`src/rtl/core/rmrc_pkg.sv`:
```
package rmrc_pkg;

  localparam int NUM_MODULI    = 4;
  localparam int RESIDUE_WIDTH = 8;
  localparam int LANE_IDX_W    = $clog2(NUM_MODULI);
  localparam int COUNT_W       = 3;
  localparam int TABLE_W       = 48;
  localparam int CFG_DATA_W    = 48;
  localparam int NUM_REGS      = NUM_MODULI + 2;
  localparam int CFG_IDX_W     = $clog2(NUM_REGS);

  // One round: entry stage, RESIDUE_WIDTH+1 reduce cells, multiply, RESIDUE_WIDTH reduce cells
  localparam int ROUND_STAGES  = 2 * RESIDUE_WIDTH + 3;

  localparam logic [CFG_IDX_W-1:0] REG_COUNT = CFG_IDX_W'(NUM_MODULI);
  localparam logic [CFG_IDX_W-1:0] REG_TABLE = CFG_IDX_W'(NUM_MODULI + 1);

  typedef logic [RESIDUE_WIDTH-1:0] residue_t;
  typedef residue_t [NUM_MODULI-1:0] lane_vec_t;

  localparam lane_vec_t MODULUS_RESET = {
    residue_t'(19), residue_t'(17), residue_t'(15), residue_t'(13)
  };
  localparam logic [COUNT_W-1:0] COUNT_RESET = COUNT_W'(4);
  localparam logic [TABLE_W-1:0] TABLE_RESET = 48'h090E08030407;

  typedef struct packed {
    residue_t residue_3;
    residue_t residue_2;
    residue_t residue_1;
    residue_t residue_0;
  } in_item_t;

  typedef struct packed {
    logic     out_of_range;
    residue_t digit_3;
    residue_t digit_2;
    residue_t digit_1;
    residue_t digit_0;
  } out_item_t;

endpackage

```
`src/rtl/core/rmrc_sub_cell.sv`:
```
module rmrc_sub_cell #(
  parameter int BusW  = 17,
  parameter int Shift = 0
) (
  input  logic                           clk_i,
  input  logic                           en_i,
  input  logic [rmrc_pkg::RESIDUE_WIDTH-1:0] q_i,
  input  logic [BusW-1:0]                x_i,
  output logic [BusW-1:0]                x_o
);
  import rmrc_pkg::*;

  localparam int InW  = RESIDUE_WIDTH + Shift + 1;
  localparam int OutW = RESIDUE_WIDTH + Shift;

  logic [InW-1:0]  x_in;
  logic [InW-1:0]  q_sh;
  logic [InW-1:0]  diff;
  logic [OutW-1:0] x_d;
  logic [OutW-1:0] x_q;

  assign x_in = x_i[InW-1:0];
  assign q_sh = InW'(q_i) << Shift;
  assign diff = x_in - q_sh;
  assign x_d  = (x_in >= q_sh) ? diff[OutW-1:0] : x_in[OutW-1:0];

  always_ff @(posedge clk_i) begin
    if (en_i) begin
      x_q <= x_d;
    end
  end

  assign x_o = BusW'(x_q);

endmodule

```
`src/rtl/core/rmrc_mul_cell.sv`:
```
module rmrc_mul_cell (
  input  logic                               clk_i,
  input  logic                               en_i,
  input  logic [rmrc_pkg::RESIDUE_WIDTH-1:0]   a_i,
  input  logic [rmrc_pkg::RESIDUE_WIDTH-1:0]   b_i,
  output logic [2*rmrc_pkg::RESIDUE_WIDTH-1:0] p_o
);
  import rmrc_pkg::*;

  logic [2*RESIDUE_WIDTH-1:0] p_d;
  logic [2*RESIDUE_WIDTH-1:0] p_q;

  assign p_d = (2*RESIDUE_WIDTH)'(a_i) * (2*RESIDUE_WIDTH)'(b_i);

  always_ff @(posedge clk_i) begin
    if (en_i) begin
      p_q <= p_d;
    end
  end

  assign p_o = p_q;

endmodule

```
`src/rtl/core/rmrc_round.sv`:
```
module rmrc_round #(
  parameter int J = 0
) (
  input  logic                         clk_i,
  input  logic                         en_i,
  input  rmrc_pkg::lane_vec_t          mod_i,
  input  logic [rmrc_pkg::TABLE_W-1:0] inv_table_i,
  input  rmrc_pkg::lane_vec_t          lane_i,
  output rmrc_pkg::lane_vec_t          lane_o
);
  import rmrc_pkg::*;

  localparam int EntW  = 2 * RESIDUE_WIDTH + 1;
  localparam int ProdW = 2 * RESIDUE_WIDTH;

  for (genvar k = 0; k < NUM_MODULI; k++) begin : g_lane
    if (k <= J) begin : g_hold
      residue_t [ROUND_STAGES-1:0] dly_q;

      always_ff @(posedge clk_i) begin
        if (en_i) begin
          dly_q <= {dly_q[ROUND_STAGES-2:0], lane_i[k]};
        end
      end

      assign lane_o[k] = dly_q[ROUND_STAGES-1];
    end else begin : g_work
      localparam int Idx = J * (2 * NUM_MODULI - J - 1) / 2 + (k - J - 1);
      localparam int Pos = Idx * RESIDUE_WIDTH;

      residue_t                               inv;
      logic [EntW-1:0]                        ent_d;
      logic [EntW-1:0]                        ent_q;
      logic [RESIDUE_WIDTH+1:0][EntW-1:0]     p1;
      logic [RESIDUE_WIDTH:0][ProdW-1:0]      p2;

      if (Pos >= TABLE_W) begin : g_inv_zero
        assign inv = '0;
      end else begin : g_inv
        assign inv = RESIDUE_WIDTH'(inv_table_i >> Pos);
      end

      // v + (q << w) - d stays positive and below 2q << w
      assign ent_d = EntW'({mod_i[k], {RESIDUE_WIDTH{1'b0}}}) + EntW'(lane_i[k])
                     - EntW'(lane_i[J]);

      always_ff @(posedge clk_i) begin
        if (en_i) begin
          ent_q <= ent_d;
        end
      end

      assign p1[RESIDUE_WIDTH+1] = ent_q;

      for (genvar s = RESIDUE_WIDTH; s >= 0; s--) begin : g_red_a
        rmrc_sub_cell #(
          .BusW  (EntW),
          .Shift (s)
        ) u_cell (
          .clk_i (clk_i),
          .en_i  (en_i),
          .q_i   (mod_i[k]),
          .x_i   (p1[s+1]),
          .x_o   (p1[s])
        );
      end

      rmrc_mul_cell u_mul (
        .clk_i (clk_i),
        .en_i  (en_i),
        .a_i   (p1[0][RESIDUE_WIDTH-1:0]),
        .b_i   (inv),
        .p_o   (p2[RESIDUE_WIDTH])
      );

      for (genvar s = RESIDUE_WIDTH - 1; s >= 0; s--) begin : g_red_b
        rmrc_sub_cell #(
          .BusW  (ProdW),
          .Shift (s)
        ) u_cell (
          .clk_i (clk_i),
          .en_i  (en_i),
          .q_i   (mod_i[k]),
          .x_i   (p2[s+1]),
          .x_o   (p2[s])
        );
      end

      assign lane_o[k] = p2[0][RESIDUE_WIDTH-1:0];
    end
  end

endmodule
```
`config.mk`:
```
export PLATFORM = sky130hd
export DESIGN_NAME = rmrc_round
export DESIGN_NICKNAME = d
export VERILOG_FILES = /design/src/rtl/core/rmrc_pkg.sv /design/src/rtl/core/rmrc_sub_cell.sv /design/src/rtl/core/rmrc_mul_cell.sv /design/src/rtl/core/rmrc_round.sv
export SDC_FILE = /design/constraint.sdc
export NUM_CORES = 2
export LEC_CHECK = 0
export ABC_CLOCK_PERIOD_IN_PS = 5100
export BUFFER_PORTS_ARGS = -buffer_cell sky130_fd_sc_hd__buf_2
export CAP_MARGIN = 20
export CORE_MARGIN = 2
export CORE_UTILIZATION = 50
export CTS_BUF_LIST = sky130_fd_sc_hd__clkbuf_4
export CTS_CLUSTER_DIAMETER = 80
export DETAILED_ROUTE_END_ITERATION = 16
export HOLD_SLACK_MARGIN = 0.02
export PLACE_DENSITY_LB_ADDON = 0.3
export RECOVER_POWER = 25
export SYNTH_ARGS = -nofsm -noshare
export SYNTH_HDL_FRONTEND = slang
export SYNTH_HIERARCHICAL = 1
export SYNTH_SLANG_ARGS = --single-unit
export TNS_END_PERCENT = 50
```
`constraint.sdc`:
```
create_clock -name clk_i -period 5.1 [get_ports clk_i]
set_clock_uncertainty 0.15 [all_clocks]
set_input_delay 0.255 -clock clk_i [delete_from_list [all_inputs] [get_ports clk_i]]
set_output_delay 0.255 -clock clk_i [all_outputs]
set_load 0.005 [all_outputs]
```
# Word level (Yosys, flattened, before mapping)
# Index checks and enable logic that the tools add are counted.
[classes] add_sub_neg=57 n_mul=3 order_cmp=51 n_mux=51
[ops] op="$ge A16 B15 Y1" n=6
[ops] op="$ge A15 B14 Y1" n=6
[ops] op="$mux W15" n=6
[ops] op="$sub A15 B15 Y15" n=6
[ops] op="$ge A14 B13 Y1" n=6
[ops] op="$mux W14" n=6
[ops] op="$sub A14 B14 Y14" n=6
[ops] op="$ge A13 B12 Y1" n=6
[ops] op="$mux W13" n=6
[ops] op="$sub A13 B13 Y13" n=6
[ops] op="$ge A12 B11 Y1" n=6
[ops] op="$mux W12" n=6
[ops] op="$sub A12 B12 Y12" n=6
[ops] op="$ge A11 B10 Y1" n=6
[ops] op="$mux W11" n=6
[ops] op="$sub A11 B11 Y11" n=6
[ops] op="$ge A10 B9 Y1" n=6
[ops] op="$mux W10" n=6
[ops] op="$sub A10 B10 Y10" n=6
[ops] op="$ge A9 B8 Y1" n=6
[ops] op="$mux W9" n=6
[ops] op="$sub A9 B9 Y9" n=6
[ops] op="$add A16 B8 Y17" n=3
[ops] op="$ge A17 B16 Y1" n=3
[ops] op="6 further kinds" n=24
[word_totals] regBits=851 in_bits=114 output_inout_bits=32 elab_cells=238

# Longest topological paths before layout
[logic_depth] depth_word=2 depth_mapped=15 mapped_depth_nobuf=15

# Hierarchy
# The synthesis kept the hierarchy.
[modules_own_cells] mod="rmrc_mul_cell" n_inst=3 cells_per_inst=259 area_per_inst_um2=2602.5 seq_area_each_um2=480.5
[modules_own_cells] mod="rmrc_round" n_inst=1 cells_per_inst=437 area_per_inst_um2=7752.4 seq_area_each_um2=6095.8
[modules_own_cells] mod="rmrc_sub_cell at g_lane[1].g_work.g_red_a[8].u_cell ..." n_inst=3 cells_per_inst=83 area_per_inst_um2=1022.2 seq_area_each_um2=480.5
[modules_own_cells] mod="rmrc_sub_cell at g_lane[1].g_work.g_red_a[7].u_cell ..." n_inst=3 cells_per_inst=92 area_per_inst_um2=1013.5 seq_area_each_um2=450.4
[modules_own_cells] mod="rmrc_sub_cell at g_lane[1].g_work.g_red_a[6].u_cell ..." n_inst=3 cells_per_inst=80 area_per_inst_um2=970.9 seq_area_each_um2=420.4
[modules_own_cells] mod="rmrc_sub_cell at g_lane[1].g_work.g_red_a[5].u_cell ..." n_inst=3 cells_per_inst=83 area_per_inst_um2=959.7 seq_area_each_um2=390.4
[modules_own_cells] mod="rmrc_sub_cell at g_lane[1].g_work.g_red_b[5].u_cell ..." n_inst=3 cells_per_inst=82 area_per_inst_um2=952.2 seq_area_each_um2=390.4
[modules_own_cells] mod="rmrc_sub_cell at g_lane[1].g_work.g_red_a[3].u_cell ..." n_inst=3 cells_per_inst=97 area_per_inst_um2=944.7 seq_area_each_um2=330.3
[modules_own_cells] mod="rmrc_sub_cell at g_lane[1].g_work.g_red_b[3].u_cell ..." n_inst=3 cells_per_inst=96 area_per_inst_um2=937.1 seq_area_each_um2=330.3
[modules_own_cells] mod="rmrc_sub_cell at g_lane[1].g_work.g_red_a[4].u_cell ..." n_inst=3 cells_per_inst=85 area_per_inst_um2=905.9 seq_area_each_um2=360.3
[modules_own_cells] mod="rmrc_sub_cell at g_lane[1].g_work.g_red_b[4].u_cell ..." n_inst=3 cells_per_inst=84 area_per_inst_um2=898.4 seq_area_each_um2=360.3
[modules_own_cells] mod="rmrc_sub_cell at g_lane[1].g_work.g_red_a[1].u_cell ..." n_inst=3 cells_per_inst=81 area_per_inst_um2=887.1 seq_area_each_um2=270.3
[modules_own_cells] mod="rmrc_sub_cell at g_lane[1].g_work.g_red_b[1].u_cell ..." n_inst=3 cells_per_inst=80 area_per_inst_um2=879.6 seq_area_each_um2=270.3
[modules_own_cells] mod="rmrc_sub_cell at g_lane[1].g_work.g_red_b[2].u_cell ..." n_inst=3 cells_per_inst=76 area_per_inst_um2=838.3 seq_area_each_um2=300.3
[modules_own_cells] mod="+8 rows"

# Worst setup path before layout
# Ideal clock, no wire load.
[synth_path] path_kind="reg-to-reg" from="register g_lane[1].g_work.g_red_a[0].u_cell.x_q[3]" to="register g_lane[1].g_work.u_mul.p_q[11] (data pin)" setup_time_ns=0.259 arrival_time_ns=3.832 required_time_ns=4.691 slack_ns=0.859 stages_incl_launch_ff=16 n_path_buf=0 synth_period_minus_slack_ns=4.241 path_cell_list="edfxtp_1 and2_1 fa_1 inv_1 fa_1 inv_1 fa_1 inv_1 fa_1 inv_1 ha_1 a21o_1 a21oi_2 nand2_1 a31oi_1 xnor2_1"
[synth_between] elab_chain_cells=1
[synth_rtl] item="start: declaration" line_no="rmrc_sub_cell.sv:20" text="logic [OutW-1:0] x_q;"
[synth_rtl] item="start signal: assignment" line_no="rmrc_sub_cell.sv:29" text="x_q <= x_d;"
[synth_rtl] item="$mul A8 B8 Y16" line_no="rmrc_mul_cell.sv:13" text="assign p_d = (2*RESIDUE_WIDTH)'(a_i) * (2*RESIDUE_WIDTH)'(b_i);"
[synth_rtl] item="net g_lane[1].g_work.u_mul.p_d[11]" line_no="rmrc_mul_cell.sv:10" text="logic [2*RESIDUE_WIDTH-1:0] p_d;"
[synth_rtl] item="end signal: assignment" line_no="rmrc_mul_cell.sv:17" text="p_q <= p_d;"
[synth_rtl] item="end: declaration" line_no="rmrc_mul_cell.sv:11" text="logic [2*RESIDUE_WIDTH-1:0] p_q;"
# The timed path passes the listed nets, and every way through them passes these cells.
# A chain may end at the register's enable or synchronous reset.

# Final worst setup path
# Ends and elaborated chain as after synthesis.

==> results.md <==
- Syn Nets: 6034
- Max cap viols: 1
- Per-cell routed wire length: 17.1 µm
- WS Path Type: flip-flop to flip-flop
- I/O Buffers: 113
- Internal Power: 26.4 mW
- Core Util, Final: 0.561
- Area delta synth->final: 11.2%
- Critical Path Sink: g_lane[1].g_work.u_mul/p_o[11]
- Clock Pin Slew Worst Setup and Hold Paths: 0.06 ns
- Die Height: 352 µm
- PwrDens: 651 nW/µm²
- Core ar.: 120000 µm²
- Final Hold Viols: 0
- First-pass GRT wire length: 206 mm
- Crit Path Max Fanout: 8
- Cells after DPL: 6916
- Routability congestion estimate: 0.842
- FMAX: 221 MHz
- HPWL Detailed: 87.7 mm
- Final nets: 6499
- Vias per inst: 5.49
- Worst Tran Pin Value: 3.48 ns
- Area of the mapped netlist: 60500 µm²
- Sequential power share: 0.286
- Vias in the first global route: 40399
- DR vias: 41076
- Layout cell share with drive strength beyond 1: 0.161
- Post-Syn Area per Cell: 11.6 µm²
- Slew Viols, Final: 42
- Max clock buf depth: 3
- Antenna-violating nets left: 0
- Critical path startpoint category: flip-flop
- Root Buffer: clkbuf_4
- Die ar.: 124000 µm²
- Hold Crit Class: input port to flip-flop
- Detailed Routing Iterations Pass 1: 5
- FF-to-FF Start: g_lane[1].g_work.g_red_a[0].u_cell/x_q[3]
- GRT Overall Usage: 0.208
- Final WL: 128 mm
- Switching power: 17.4 mW
- Initial drt markers: 2736
- Worst-Skew Late Latency: 1.19 ns
- Clock period minus worst slack: 4.53 ns
- Die W: 352 µm
- Clock Power Share: 0.138
- Num CTS Buffers: 224
- Critical path endpoint category: flip-flop
- Initial antenna violation count: 8
- RSZ-0062 raised after global routing: false
- Final period utilization: 0.888
- Setup-failing EPs final: 0
- Number of remaining DRC errors: 0
- Gates resized, CTS repair: 0
- Sw frac: 0.396
- Peak VDD IR: 1030 µV
- Number of clock sinks: 851
- Reg2reg setup slack: 0.57 ns
- Comb power frac: 0.577
- Worst Reg2Reg Path Length in Cells: 15
- Yosys warning count: 6
- Starting Density: 0.504
- R2r endpoint: g_lane[1].g_work.u_mul/p_o[11]
- Max-slew headroom: -1.32
- CTS tree: done
- Failing checks: capacitance limit, slew limit
- Synth Instances: 5218
- Lkg Pwr: 28.8 nW
- I/O pin cnt: 146
- Overflow after GRT: 0
- Crit path launch: g_lane[1].g_work.g_red_a[0].u_cell/x_q[3]
- Post-CTS Setup Inserts: 0
- # rows: 127
- H-tree levels: 4
- Post-CTS Hold Buffers: 153
- Crit path DAT: 5.30 ns
- Fin cells: 7479
- Post-route setup TNS: 0 ns
- Status: finished, violations left
- Largest net degree at the start of global routing: 137
- Req. time, crit path: 5.88 ns
==> stage by stage <==
| step | hold slack [ns] | worst slack (ns) | total power, mW | instance area [µm²] |
|---|---|---|---|---|
| 3_3_place_gp | 0.251 | 0.631 | 37.1 | 62900 |
| 6_report | 0.165 | 0.573 | 43.8 | 67300 |
| 2_1_floorplan | 0.204 | 0.859 | 32.8 | 60500 |
| 4_1_cts | 0.0206 | 0.574 | 44.1 | 67300 |
| 3_5_place_dp | 0.255 | 0.575 | 37.5 | 62900 |
| 5_1_grt | 0.0883 | 0.296 | 47.7 | 67300 |
==> cell usage in the layout, fill, tap and decap left out, types with 50 or more instances in the layout <==
| master | instances |
|---|---|
| mux2_4 | 164 |
| inv_1 | 743 |
| nand3_1 | 95 |
| clkinv_1 | 62 |
| xnor2_1 | 192 |
| a211oi_1 | 62 |
| dlygate4sd3_1 | 152 |
| xor2_1 | 55 |
| and2_1 | 142 |
| mux2i_1 | 89 |
| nand2b_1 | 95 |
| a21o_1 | 76 |
| edfxtp_1 | 851 |
| clkbuf_4 | 291 |
| nor3b_1 | 50 |
| fa_1 | 162 |
| nor2_1 | 241 |
| nor3_1 | 114 |
| o21a_1 | 78 |
| mux2_2 | 102 |
| nand2_1 | 179 |
| o21ai_0 | 135 |
| ha_1 | 540 |
| buf_2 | 105 |
| a21oi_1 | 205 |
==> worst max-delay path: stages, from the launching register on <==
cell	delay, ns
edfxtp_1	0.50
and2_1	0.21
fa_1	0.54
inv_1	0.06
fa_1	0.47
inv_1	0.06
fa_1	0.53
inv_1	0.05
fa_1	0.53
inv_1	0.04
ha_1	0.35
a21o_1	0.22
a21oi_2	0.17
nand2_1	0.10
a31oi_1	0.21
xnor2_1	0.08
==> routing by layer <==
metal,GRT usage,vias to the layer above,wire [µm]
met3,0.0343,210,5960
li1,-,20191,-
met5,0,-,16
met2,0.334,872,58900
met1,0.286,19801,60200
met4,0.0695,2,2940
==> worst min path at each step <==
stage	start	end	slack [ns]	cells past startpoint
2_1_floorplan	lane_i[0]	g_lane[0].g_hold.dly_q[0]	0.20	0
3_3_place_gp	g_lane[0].g_hold.dly_q[12]	g_lane[0].g_hold.dly_q[20]	0.25	0
3_5_place_dp	g_lane[0].g_hold.dly_q[2]	g_lane[0].g_hold.dly_q[10]	0.25	0
4_1_cts	inv_table_i[22]	g_lane[3].g_work.u_mul/p_o[13]	0.02	8
5_1_grt	lane_i[13]	g_lane[1].g_work.ent_q[5]	0.09	4
6_report	inv_table_i[3]	g_lane[1].g_work.u_mul/p_o[12]	0.16	7
==> power groups by stage <==
stage | combinational, mW | sequential (mW) | clock, mW
global placement | 24.5 | 12.6 | 0
global route | 28.3 | 12.7 | 6.60
detailed placement | 24.9 | 12.6 | 0
CTS | 25.3 | 12.5 | 6.26
finish | 25.3 | 12.5 | 6.02
floorplan | 20.8 | 12.0 | 0
==> state kept, by name (all words and copies together) (netlist names) <==
register,flops
g_lane.g_work.g_red_a.u_cell/x_q,324
g_lane.g_work.g_red_b.u_cell/x_q,276
g_lane.g_hold.dly_q,144
g_lane.g_work.ent_q,51
lane_o,8
g_lane.g_work.u_mul/p_o,48
==> area by class of cell <==
class                   instances  area [µm²]
fillers                      9998       52700
diodes                         11        27.5
clock inverters               108         671
multi-input cells            3577       31800
repair buffers                286        2290
inverters                     743        2790
well taps                    1612        2020
flip-flops and latches        851       25600
clock buffers                 291        2180
(Power assumes the default switching activity.)
